[src/hdl/bss_pkg.sv]
// Shared types and constants for the byte stuffing packet segmenter.
// No dependencies; imported by bss_framer, bss_emitter and the top level.
`default_nettype none

package bss_pkg;

    // Data bytes that must be followed by a stuffing byte.
    localparam logic [7:0] ESC_BYTE_A = 8'h81;
    localparam logic [7:0] ESC_BYTE_B = 8'h88;
    localparam logic [7:0] STUFF_BYTE = 8'hff;

    localparam int SEQ_W   = 5;
    localparam int LEN_W   = 7;
    localparam int BYTE_W  = 8;
    // The most results that one input byte can cause.
    localparam int RUN_MAX = 4;
    localparam int RUN_IDX_W = $clog2(RUN_MAX);

    // Result kinds.
    localparam logic KIND_BYTE  = 1'b0;
    localparam logic KIND_CLOSE = 1'b1;

    typedef struct packed {
        logic              kind;
        logic [BYTE_W-1:0] payload_byte;
        logic [SEQ_W-1:0]  packet_seq;
        logic [LEN_W-1:0]  packet_length;
        logic              last_of_run;
    } bss_res_t;

    typedef bss_res_t [RUN_MAX-1:0] bss_run_t;

endpackage

`default_nettype wire

[src/hdl/byte_stuffing_packet_segmenter.sv]
// Top level of the byte stuffing packet segmenter.
// Depends on bss_pkg, bss_framer and bss_emitter.
//
// Usage: raw data bytes enter on the s_ stream, one per transfer, with
// s_tlast marking the byte that ends a segment. Each byte produces one to
// four result transfers on the m_ stream: payload bytes (m_tuser = 0) and
// packet-closed markers (m_tuser = 1). A data byte of 0x81 or 0x88 is
// followed by a 0xff stuffing byte. A packet closes when its payload of
// PACKET_BYTES-4 bytes is full, before an escaped byte that would land on
// the last free slot, and at the end of a segment if it holds any bytes.
// Every closed packet uses one 5-bit sequence number, wrapping at 31.
// m_tlast is high on the last result caused by an input byte.
//
// The results of an input transfer pass through the run buffer and then
// the output register. A byte occupies the block until its last result
// has moved on, so plain bytes flow at one per cycle while the receiver
// keeps up; an escape and each close add a result. The limit is the single
// output register, which moves one result per cycle unless the receiver stalls.
// When the receiver stalls, the output register holds its result and the
// pending run is kept, while s_tready drops once the run buffer is
// occupied. Reset clears the fill count, the sequence number and all valid
// flags; no output is pending.
`default_nettype none

module byte_stuffing_packet_segmenter #(
    parameter int PACKET_BYTES = 68
) (
    input  wire logic        aclk,
    input  wire logic        aresetn,
    input  wire logic        s_tvalid,
    output logic             s_tready,
    input  wire logic [7:0]  s_tdata,   // [7:0] data_byte
    input  wire logic        s_tlast,   // end_of_segment
    output logic             m_tvalid,
    input  wire logic        m_tready,
    output logic [23:0]      m_tdata,   // [7:0] payload_byte, [12:8] packet_seq,
                                        // [19:13] packet_length, [23:20] zero
    output logic             m_tuser,   // kind
    output logic             m_tlast    // last_of_run
);
    import bss_pkg::*;

    localparam int CAP    = PACKET_BYTES - 4;
    // The fill count must hold CAP transiently.
    localparam int FILL_W = $clog2(CAP + 2);

    logic     accept;
    bss_run_t run;
    bss_res_t res;

    assign accept = s_tvalid && s_tready;

    bss_framer #(
        .CAP    (CAP),
        .FILL_W (FILL_W)
    ) u_framer (
        .aclk           (aclk),
        .aresetn        (aresetn),
        .accept         (accept),
        .data_byte      (s_tdata),
        .end_of_segment (s_tlast),
        .run            (run)
    );

    bss_emitter u_emitter (
        .aclk      (aclk),
        .aresetn   (aresetn),
        .load      (accept),
        .run_in    (run),
        .can_load  (s_tready),
        .out_valid (m_tvalid),
        .out_ready (m_tready),
        .out_res   (res)
    );

    assign m_tdata = {4'b0000, res.packet_length, res.packet_seq, res.payload_byte};
    assign m_tuser = res.kind;
    assign m_tlast = res.last_of_run;

endmodule

`default_nettype wire

[src/hdl/bss_framer.sv]
// Packet framing state (fill count, sequence number) and the decode of one
// input byte into its ordered list of results. Depends on bss_pkg.
`default_nettype none

module bss_framer #(
    parameter int CAP    = 64,
    parameter int FILL_W = 7
) (
    input  wire logic                aclk,
    input  wire logic                aresetn,
    input  wire logic                accept,
    input  wire logic [7:0]          data_byte,
    input  wire logic                end_of_segment,
    output bss_pkg::bss_run_t        run
);
    import bss_pkg::*;

    localparam int LW = (FILL_W > LEN_W) ? FILL_W : LEN_W;

    logic [FILL_W-1:0] fill_reg, fill_next;
    logic [SEQ_W-1:0]  seq_reg, seq_next;

    logic              esc;
    logic              pre_close;
    logic              post_close;
    logic [FILL_W-1:0] fill_a;
    logic [FILL_W-1:0] fill_b;
    logic [SEQ_W-1:0]  seq_a;
    logic [LW-1:0]     pre_len_wide;
    logic [LW-1:0]     post_len_wide;

    assign esc       = (data_byte == ESC_BYTE_A) || (data_byte == ESC_BYTE_B);
    // An escaped byte never straddles two packets: close early instead.
    assign pre_close = esc && (fill_reg == FILL_W'(CAP - 1));
    assign fill_a    = pre_close ? '0 : fill_reg;
    assign seq_a     = pre_close ? SEQ_W'(seq_reg + 1'b1) : seq_reg;
    assign fill_b    = fill_a + (esc ? FILL_W'(2) : FILL_W'(1));
    // After the byte the packet is never empty, so end of segment closes it.
    assign post_close = (fill_b >= FILL_W'(CAP)) || end_of_segment;

    assign pre_len_wide  = LW'(fill_reg);
    assign post_len_wide = LW'(fill_b);

    assign fill_next = post_close ? '0 : fill_b;
    assign seq_next  = post_close ? SEQ_W'(seq_a + 1'b1) : seq_a;

    always_ff @(posedge aclk) begin
        if (!aresetn) begin
            fill_reg <= '0;
            seq_reg  <= '0;
        end else if (accept) begin
            fill_reg <= fill_next;
            seq_reg  <= seq_next;
        end
    end

    // Pack the results in order; p ends on the final one.
    always_comb begin
        logic [RUN_IDX_W-1:0] p;
        run = '0;
        p   = '0;
        if (pre_close) begin
            run[0].kind          = KIND_CLOSE;
            run[0].packet_seq    = seq_reg;
            run[0].packet_length = pre_len_wide[LEN_W-1:0];
            p = RUN_IDX_W'(1);
        end
        run[p].kind         = KIND_BYTE;
        run[p].payload_byte = data_byte;
        run[p].packet_seq   = seq_a;
        if (esc) begin
            p = p + 1'b1;
            run[p].kind         = KIND_BYTE;
            run[p].payload_byte = STUFF_BYTE;
            run[p].packet_seq   = seq_a;
        end
        if (post_close) begin
            p = p + 1'b1;
            run[p].kind          = KIND_CLOSE;
            run[p].packet_seq    = seq_a;
            run[p].packet_length = post_len_wide[LEN_W-1:0];
        end
        run[p].last_of_run = 1'b1;
    end

endmodule

`default_nettype wire

[src/hdl/bss_emitter.sv]
// Holds the results of one input byte and hands them out one per cycle
// while not stalled, through a registered output stage. Depends on bss_pkg.
`default_nettype none

module bss_emitter (
    input  wire logic              aclk,
    input  wire logic              aresetn,
    input  wire logic              load,
    input  bss_pkg::bss_run_t      run_in,
    output logic                   can_load,
    output logic                   out_valid,
    input  wire logic              out_ready,
    output bss_pkg::bss_res_t      out_res
);
    import bss_pkg::*;

    bss_run_t             run_reg;
    logic [RUN_IDX_W-1:0] idx_reg;
    logic                 run_valid_reg;
    bss_res_t             out_reg;
    logic                 out_valid_reg;

    logic out_load;
    logic run_done;

    assign out_load = run_valid_reg && (!out_valid_reg || out_ready);
    assign run_done = out_load && run_reg[idx_reg].last_of_run;
    assign can_load = !run_valid_reg || run_done;

    always_ff @(posedge aclk) begin
        if (!aresetn) begin
            run_valid_reg <= 1'b0;
            idx_reg       <= '0;
            out_valid_reg <= 1'b0;
        end else begin
            if (load) begin
                run_valid_reg <= 1'b1;
                idx_reg       <= '0;
            end else if (run_done) begin
                run_valid_reg <= 1'b0;
            end else if (out_load) begin
                idx_reg <= idx_reg + 1'b1;
            end
            if (out_load) begin
                out_valid_reg <= 1'b1;
            end else if (out_ready) begin
                out_valid_reg <= 1'b0;
            end
        end
    end

    always_ff @(posedge aclk) begin
        if (load) begin
            run_reg <= run_in;
        end
        if (out_load) begin
            out_reg <= run_reg[idx_reg];
        end
    end

    assign out_valid = out_valid_reg;
    assign out_res   = out_reg;

endmodule

`default_nettype wire

[config.mk]
export PLATFORM = sky130hd
export DESIGN_NAME = byte_stuffing_packet_segmenter
export DESIGN_NICKNAME = d
export VERILOG_FILES = /design/src/hdl/bss_pkg.sv /design/src/hdl/byte_stuffing_packet_segmenter.sv /design/src/hdl/bss_framer.sv /design/src/hdl/bss_emitter.sv
export SDC_FILE = /design/constraint.sdc
export NUM_CORES = 1
export LEC_CHECK = 0
export BUFFER_PORTS_ARGS = -buffer_cell sky130_fd_sc_hd__buf_2
export CAP_MARGIN = 20
export CORE_MARGIN = 1.5
export CORE_UTILIZATION = 35
export CTS_CLUSTER_DIAMETER = 60
export DETAILED_ROUTE_END_ITERATION = 10
export HOLD_SLACK_MARGIN = 0.02
export PLACE_DENSITY = 0.58
export SETUP_SLACK_MARGIN = 0.4
export SYNTH_ARGS = -nofsm -noshare
export SYNTH_HDL_FRONTEND = slang
export SYNTH_HIERARCHICAL = 1
export SYNTH_SLANG_ARGS = --single-unit
[constraint.sdc]
create_clock -name aclk -period 9.9 [get_ports aclk]
set_clock_uncertainty 0.2 [all_clocks]
set_input_delay 2.475 -clock aclk [delete_from_list [all_inputs] [get_ports aclk]]
set_output_delay 2.475 -clock aclk [all_outputs]
set_load 0.1 [all_outputs]
==> results of run 1 <==
-- report_power, final --
part,leakage (nW),internal (mW),switching (mW)
sequential,1.24,0.610,0.00761
combinational,0.953,0.0238,0.0919
clock,0.253,0.338,0.204
-- final timing paths --
path	end	slack, ps	depth (start not counted)
setup / recovery	u_emitter/run_reg[30]	3100	13
hold / removal	u_framer/fill_reg[1]	290	2
setup reg to reg	u_emitter/run_reg[30]	5240	11
hold reg to reg	u_framer/fill_reg[1]	290	2
-- cell families after synthesis --
group	synth area share, %
flops	64.7
simple gates	9.65
buf+inv	7.44
compound gates	5.63
mux	9.50
fa+ha+maj	1.70
xor+xnor	1.23
other cells	0.134
-- per-layer routing --
layer | vias up | global-route usage, % | part of all wire, %
met3 | 15 | 3.96 | 4.0
met5 | - | 0 | 0
met2 | 75 | 22.0 | 50
met4 | 0 | 5.36 | 1.4
li1 | 1467 | - | -
met1 | 1574 | 16.9 | 45
-- cell usage after synthesis (2+ instances only) --
master | number | share of area, %
xnor2_1 | 4 | 0.63
mux4_2 | 21 | 8.4
inv_1 | 31 | 2.1
nand2_1 | 20 | 1.3
ha_1 | 6 | 1.3
o31ai_1 | 2 | 0.27
edfxtp_1 | 110 | 59
nor3_1 | 4 | 0.36
nand3_1 | 11 | 0.98
o21ai_1 | 3 | 0.27
nand4_1 | 3 | 0.34
clkbuf_1 | 14 | 0.94
buf_4 | 26 | 3.5
dfxtp_1 | 16 | 5.7
o211a_1 | 3 | 0.54
nor4_1 | 3 | 0.34
and3_1 | 4 | 0.45
o21a_1 | 3 | 0.40
buf_2 | 4 | 0.36
a21boi_1 | 3 | 0.40
xor2_1 | 2 | 0.31
a21oi_1 | 5 | 0.45
or3_1 | 2 | 0.22
a21boi_0 | 5 | 0.67
and2_1 | 7 | 0.78
conb_1 | 2 | 0.13
nor2b_1 | 2 | 0.22
a211oi_1 | 2 | 0.27
o21ai_0 | 6 | 0.54
nor2_1 | 40 | 2.7
mux2_2 | 2 | 0.40
-- worst max-delay path: cells and delay by family --
| family | cells | cell delay, ps |
|---|---|---|
| and+or+nand+nor | 6 | 1900 |
| buffers and inverters | 4 | 960 |
| AOI/OAI and AO/OA | 1 | 570 |
| adders and majority gates | 1 | 480 |
| muxes | 1 | 360 |
-- placed cells by master (no fill, tap or decap), types with 5 or more instances in the layout --
cell type / Yosys / final
mux4_2: 21 / 21
clkbuf_16: 0 / 17
ha_1: 6 / 6
buf_2: 4 / 36
nand3_1: 11 / 11
conb_1: 2 / 18
a21boi_0: 5 / 5
edfxtp_1: 110 / 110
a21oi_1: 5 / 5
clkinv_2: 0 / 5
dfxtp_1: 16 / 16
o21ai_0: 6 / 6
nand2_1: 20 / 20
nor2_1: 40 / 39
inv_1: 31 / 31
and2_1: 7 / 6
-- layout make-up --
type                       instances  area, um^2  share of cell area (%)
multi-input combinational        208        1620                    25.5
timing repair buffer              40         210                    3.30
clock inverter                    10        73.8                    1.16
clock buffer                      21         440                    6.92
tap                              216         270                    4.25
inverter                          33         124                    1.95
sequential                       126        3620                    56.9
-- metrics by stage --
stage,std cells,total power [mW],setup slack [ps]
floorplan,414,0.726,2510
global placement,623,0.743,2950
detailed placement,623,0.745,2710
CTS,654,1.29,3120
global route,654,1.32,2730
finish,654,1.28,3100
==> metrics.cfg, run 1 <==
[clock_network]
clockRootBuffer=clkbuf_16
clk_latency_ps=410
cts_tree=built
clk_path_buf_depth=2
cts_made_buffers=17
clk_pin_slew_ps=50
cts_htree_levels=4
clock_sinks=126
cts.repair.resized=0
post_cts_buffers=0
hold_buffers=0

[logic_synthesis]
synthCells=398
synth-seq-area-share_pct=64.7
synth_enable_flop_cells=110
yosysWarnings=6
synth_area_um2=5600
synth_cell_types=63
synth.ff_latch_count=126
avgSynthCellArea_um2=14.1
synth-main-ff-cell=edfxtp_1
synthArstFlopShare_pct=0

[place]
placed_area_um2=5850
place.gp.congestion=0.873
hpwl_um=6740
io_buffers=36

[route]
vias=3131
initialDrtViolationCount=360
ant_nets=0
wirelength_um=10400
dr.pass1.iters=4
drcViolationCount=0
routed_via_density=4.79
wl_per_cell_um=15.9

[critical_path]
start_kind=input port
slowest_stage=a211oi_2
cp-end-kind=flip-flop
crit_type=in -> reg
cpMostUsedCell=inv_1
crit_start=s_tdata[5]
critPathMaxStageDelay_ps=570
crit_arrival_ps=6750
cp_cell_sequence=buf_2, nor4b_4, nand3_2, inv_1, nand2_1, and2_1, fa_1, inv_1, nor3_1, a211oi_2, inv_2, nor2_2, mux2_2
cp_max_fo=20
critPathRequiredTime_ps=9850
rr_startpoint=u_framer/fill_reg[2]

[grt]
grt_pass1_wl_um=16500
antenna_found_initial=0
grt_pass1_vias=3120
grt_overflow=0
grt_max_degree=87
gr-usage-all-layers_pct=13.5

[timing]
final-hold-violation-count=0
worst_slew_margin_rel_pct=28.3
drv_slew=0
worstMarginPinSlew_ps=1080
setup_tns_ps=0
finalCriticalPeriod_ps=6800
rsz0062_at_grt=false
fmax_mhz=147
whs_ps=287
min_period_over_period_pct=68.7
setup_violations=0

[power]
p_leak_nw=2.45
power_density_nw_per_um2=200
peakVddDrop_mv=0.111

[floorplan]
io-pin-count=41
die-height_um=129
die_w_um=129
coreArea_um2=15800
rows=46
start_util_pct=35.5
dieArea_um2=16800

[run_status]
outcome=finished, final reports clean

[hold_path]
hold_class=reg -> reg
hp-start=u_framer/fill_reg[1]

[final_layout]
fin_area_um2=6370
largest_reg_flops=88
area_delta_synth_final_pct=13.7
diodes=0
fillers=1478
utilization_pct=40.4
drive_gt1_share_pct=22.8
nNetsFinal=446

[run]
drv_cap=0

No activity file was read; power rests on OpenSTA's default activity.
==> run 2, diff against run 1 <==
==> constraint.sdc (replaced) <==
create_clock -name aclk -period 7.1 [get_ports aclk]
set_clock_uncertainty 0.2 [all_clocks]
set_input_delay 1.775 -clock aclk [delete_from_list [all_inputs] [get_ports aclk]]
set_output_delay 1.775 -clock aclk [all_outputs]
set_load 0.1 [all_outputs]
==> run 2 against run 1 <==
  * Sequential cell count is the same
  * Global-route usage hardly changed
  * Register-to-register slack got worse by 2500 ps
  * Clock power increased by 62%
  * Non-clock buffer count is 2 higher
  * Wire length up 0.64%
  * Total power grew 49%
  * Critical endpoint unchanged
  * Highest routed layer unchanged
==> metrics.cfg, run 2 (same netlist as run 1, synthesis figures left out) <==
[run_status]
outcome=finished, final reports clean

[power]
p_leak_nw=2.49
sw_frac_of_total_pct=22.9
power_frac_clock_pct=46.2
combPwrFrac_pct=8.5
netSwitchingPower_mw=0.435
power_density_nw_per_um2=293
peakVddDrop_mv=0.103
post-layout-total-power_mw=1.90
p_int_mw=1.46
seq_power_share_pct=45.3

[clock_network]
post_cts_buffers=0
cts_made_buffers=17
clock_sinks=126
clockRootBuffer=clkbuf_16
hold_buffers=0
cts_tree=built
cts.repair.resized=0
clk_latency_ps=400
clk_pin_slew_ps=50
clk_path_buf_depth=2
cts_htree_levels=4

[grt]
grt_max_degree=87
grt_pass1_wl_um=16600
grt_overflow=0
grt_pass1_vias=3179
antenna_found_initial=0
gr-usage-all-layers_pct=13.4

[final_layout]
drive_gt1_share_pct=23.8
final_common_cell=edfxtp_1
mostFrequentLayoutCells=edfxtp_1 (110), nor2_1 (39), buf_2 (36)
largest_reg_flops=88
diodes=0
area_delta_synth_final_pct=15.6
nNetsFinal=448

[critical_path]
cp_max_fo=20
critPathRequiredTime_ps=7050
cpMostUsedCell=inv_1
cp_num_buf_inv=5
cp-end-kind=flip-flop
slowest_stage=a211oi_2
cp_cell_sequence=buf_2, nor4b_4, nand3_2, inv_1, nand2_1, buf_4, and2_1, fa_1, inv_1, nor3_1, a211oi_2, inv_2, nor2_2, mux2_2
start_kind=input port
crit_arrival_ps=5650
crit_type=in -> reg
crit_family=simple AND/OR/NAND/NOR gates
critPathMaxStageDelay_ps=600

[floorplan]
dieArea_um2=16800
io-pin-count=41
rows=46
start_util_pct=35.5
coreArea_um2=15800
die_w_um=129
die-height_um=129

[timing]
setup_violations=0
finalCriticalPeriod_ps=5700
fmax_mhz=175
min_period_over_period_pct=80.3
worst_slew_margin_rel_pct=29.4
final-hold-violation-count=0
worstMarginPinSlew_ps=1060
drv_slew=0
setup_tns_ps=0
rsz0062_at_grt=false

[place]
place.gp.congestion=0.872
io_buffers=36
hpwl_um=6830

[route]
dr.pass1.iters=6
wl_per_cell_um=15.9
vias=3102
routed_via_density=4.72
wirelength_um=10500
drcViolationCount=0
ant_nets=0
initialDrtViolationCount=338

[hold_path]
hold_class=reg -> reg

[run]
drv_cap=0

## run 2: worst reg2reg max path, delay by kind of cell, from the launching register on
| kind | cells | cell delay (ps) |
|---|---|---|
| and+or+nand+nor | 6 | 1360 |
| buffers and inverters | 3 | 630 |
| AOI/OAI and AO/OA | 1 | 600 |
| DFF | 1 | 480 |
| adders and majority gates | 1 | 480 |
| muxes | 1 | 360 |
## run 2: power by group through the flow
stage | combinational, mW | sequential, mW | clock (mW)
floorplan | 0.0760 | 0.937 | 0
global placement | 0.162 | 0.875 | 0
detailed placement | 0.163 | 0.876 | 0
CTS | 0.163 | 0.861 | 0.893
global route | 0.172 | 0.865 | 0.918
finish | 0.161 | 0.861 | 0.877
## run 2: per-stage QoR
stage               hold WS (ps)  instance area (um^2)  instances  util, %  worst slack, ps
global route                 325                  6470        657     41.0             1140
finish                       296                  6470        657     41.0             1400
global placement             281                  5870        625     37.2             1250
floorplan                    253                  5660        414        -              408
CTS                          289                  6470        657     41.0             1470
detailed placement           282                  5870        625     37.2             1070
## run 2: final timing paths
| check | from | end | slack (ps) | depth (start not counted) |
|---|---|---|---|---|
| max | s_tdata[5] | u_emitter/run_reg[30] | 1400 | 14 |
| min | u_framer/fill_reg[1] | u_framer/fill_reg[1] | 300 | 2 |
| max reg2reg | u_framer/fill_reg[2] | u_emitter/run_reg[30] | 2730 | 12 |
| min reg2reg | u_framer/fill_reg[1] | u_framer/fill_reg[1] | 300 | 2 |
## run 2: layout make-up
class / instances / area, um^2
Timing Repair Buffer: 42 / 225
Inverter: 33 / 124
Sequential cell: 126 / 3620
Fill cell: 1483 / 9300
Clock buffer: 18 / 429
Tap cell: 216 / 270
Multi-Input combinational cell: 208 / 1620
Clock inverter: 14 / 174
## run 2: routing by layer
metal / global-route usage [%] / wire, um / up-vias
met5: 0 / 0 / -
met4: 5.36 / 140 / 0
met3: 3.84 / 500 / 12
met2: 21.6 / 5100 / 89
met1: 17.2 / 4710 / 1533
li1: - / - / 1468
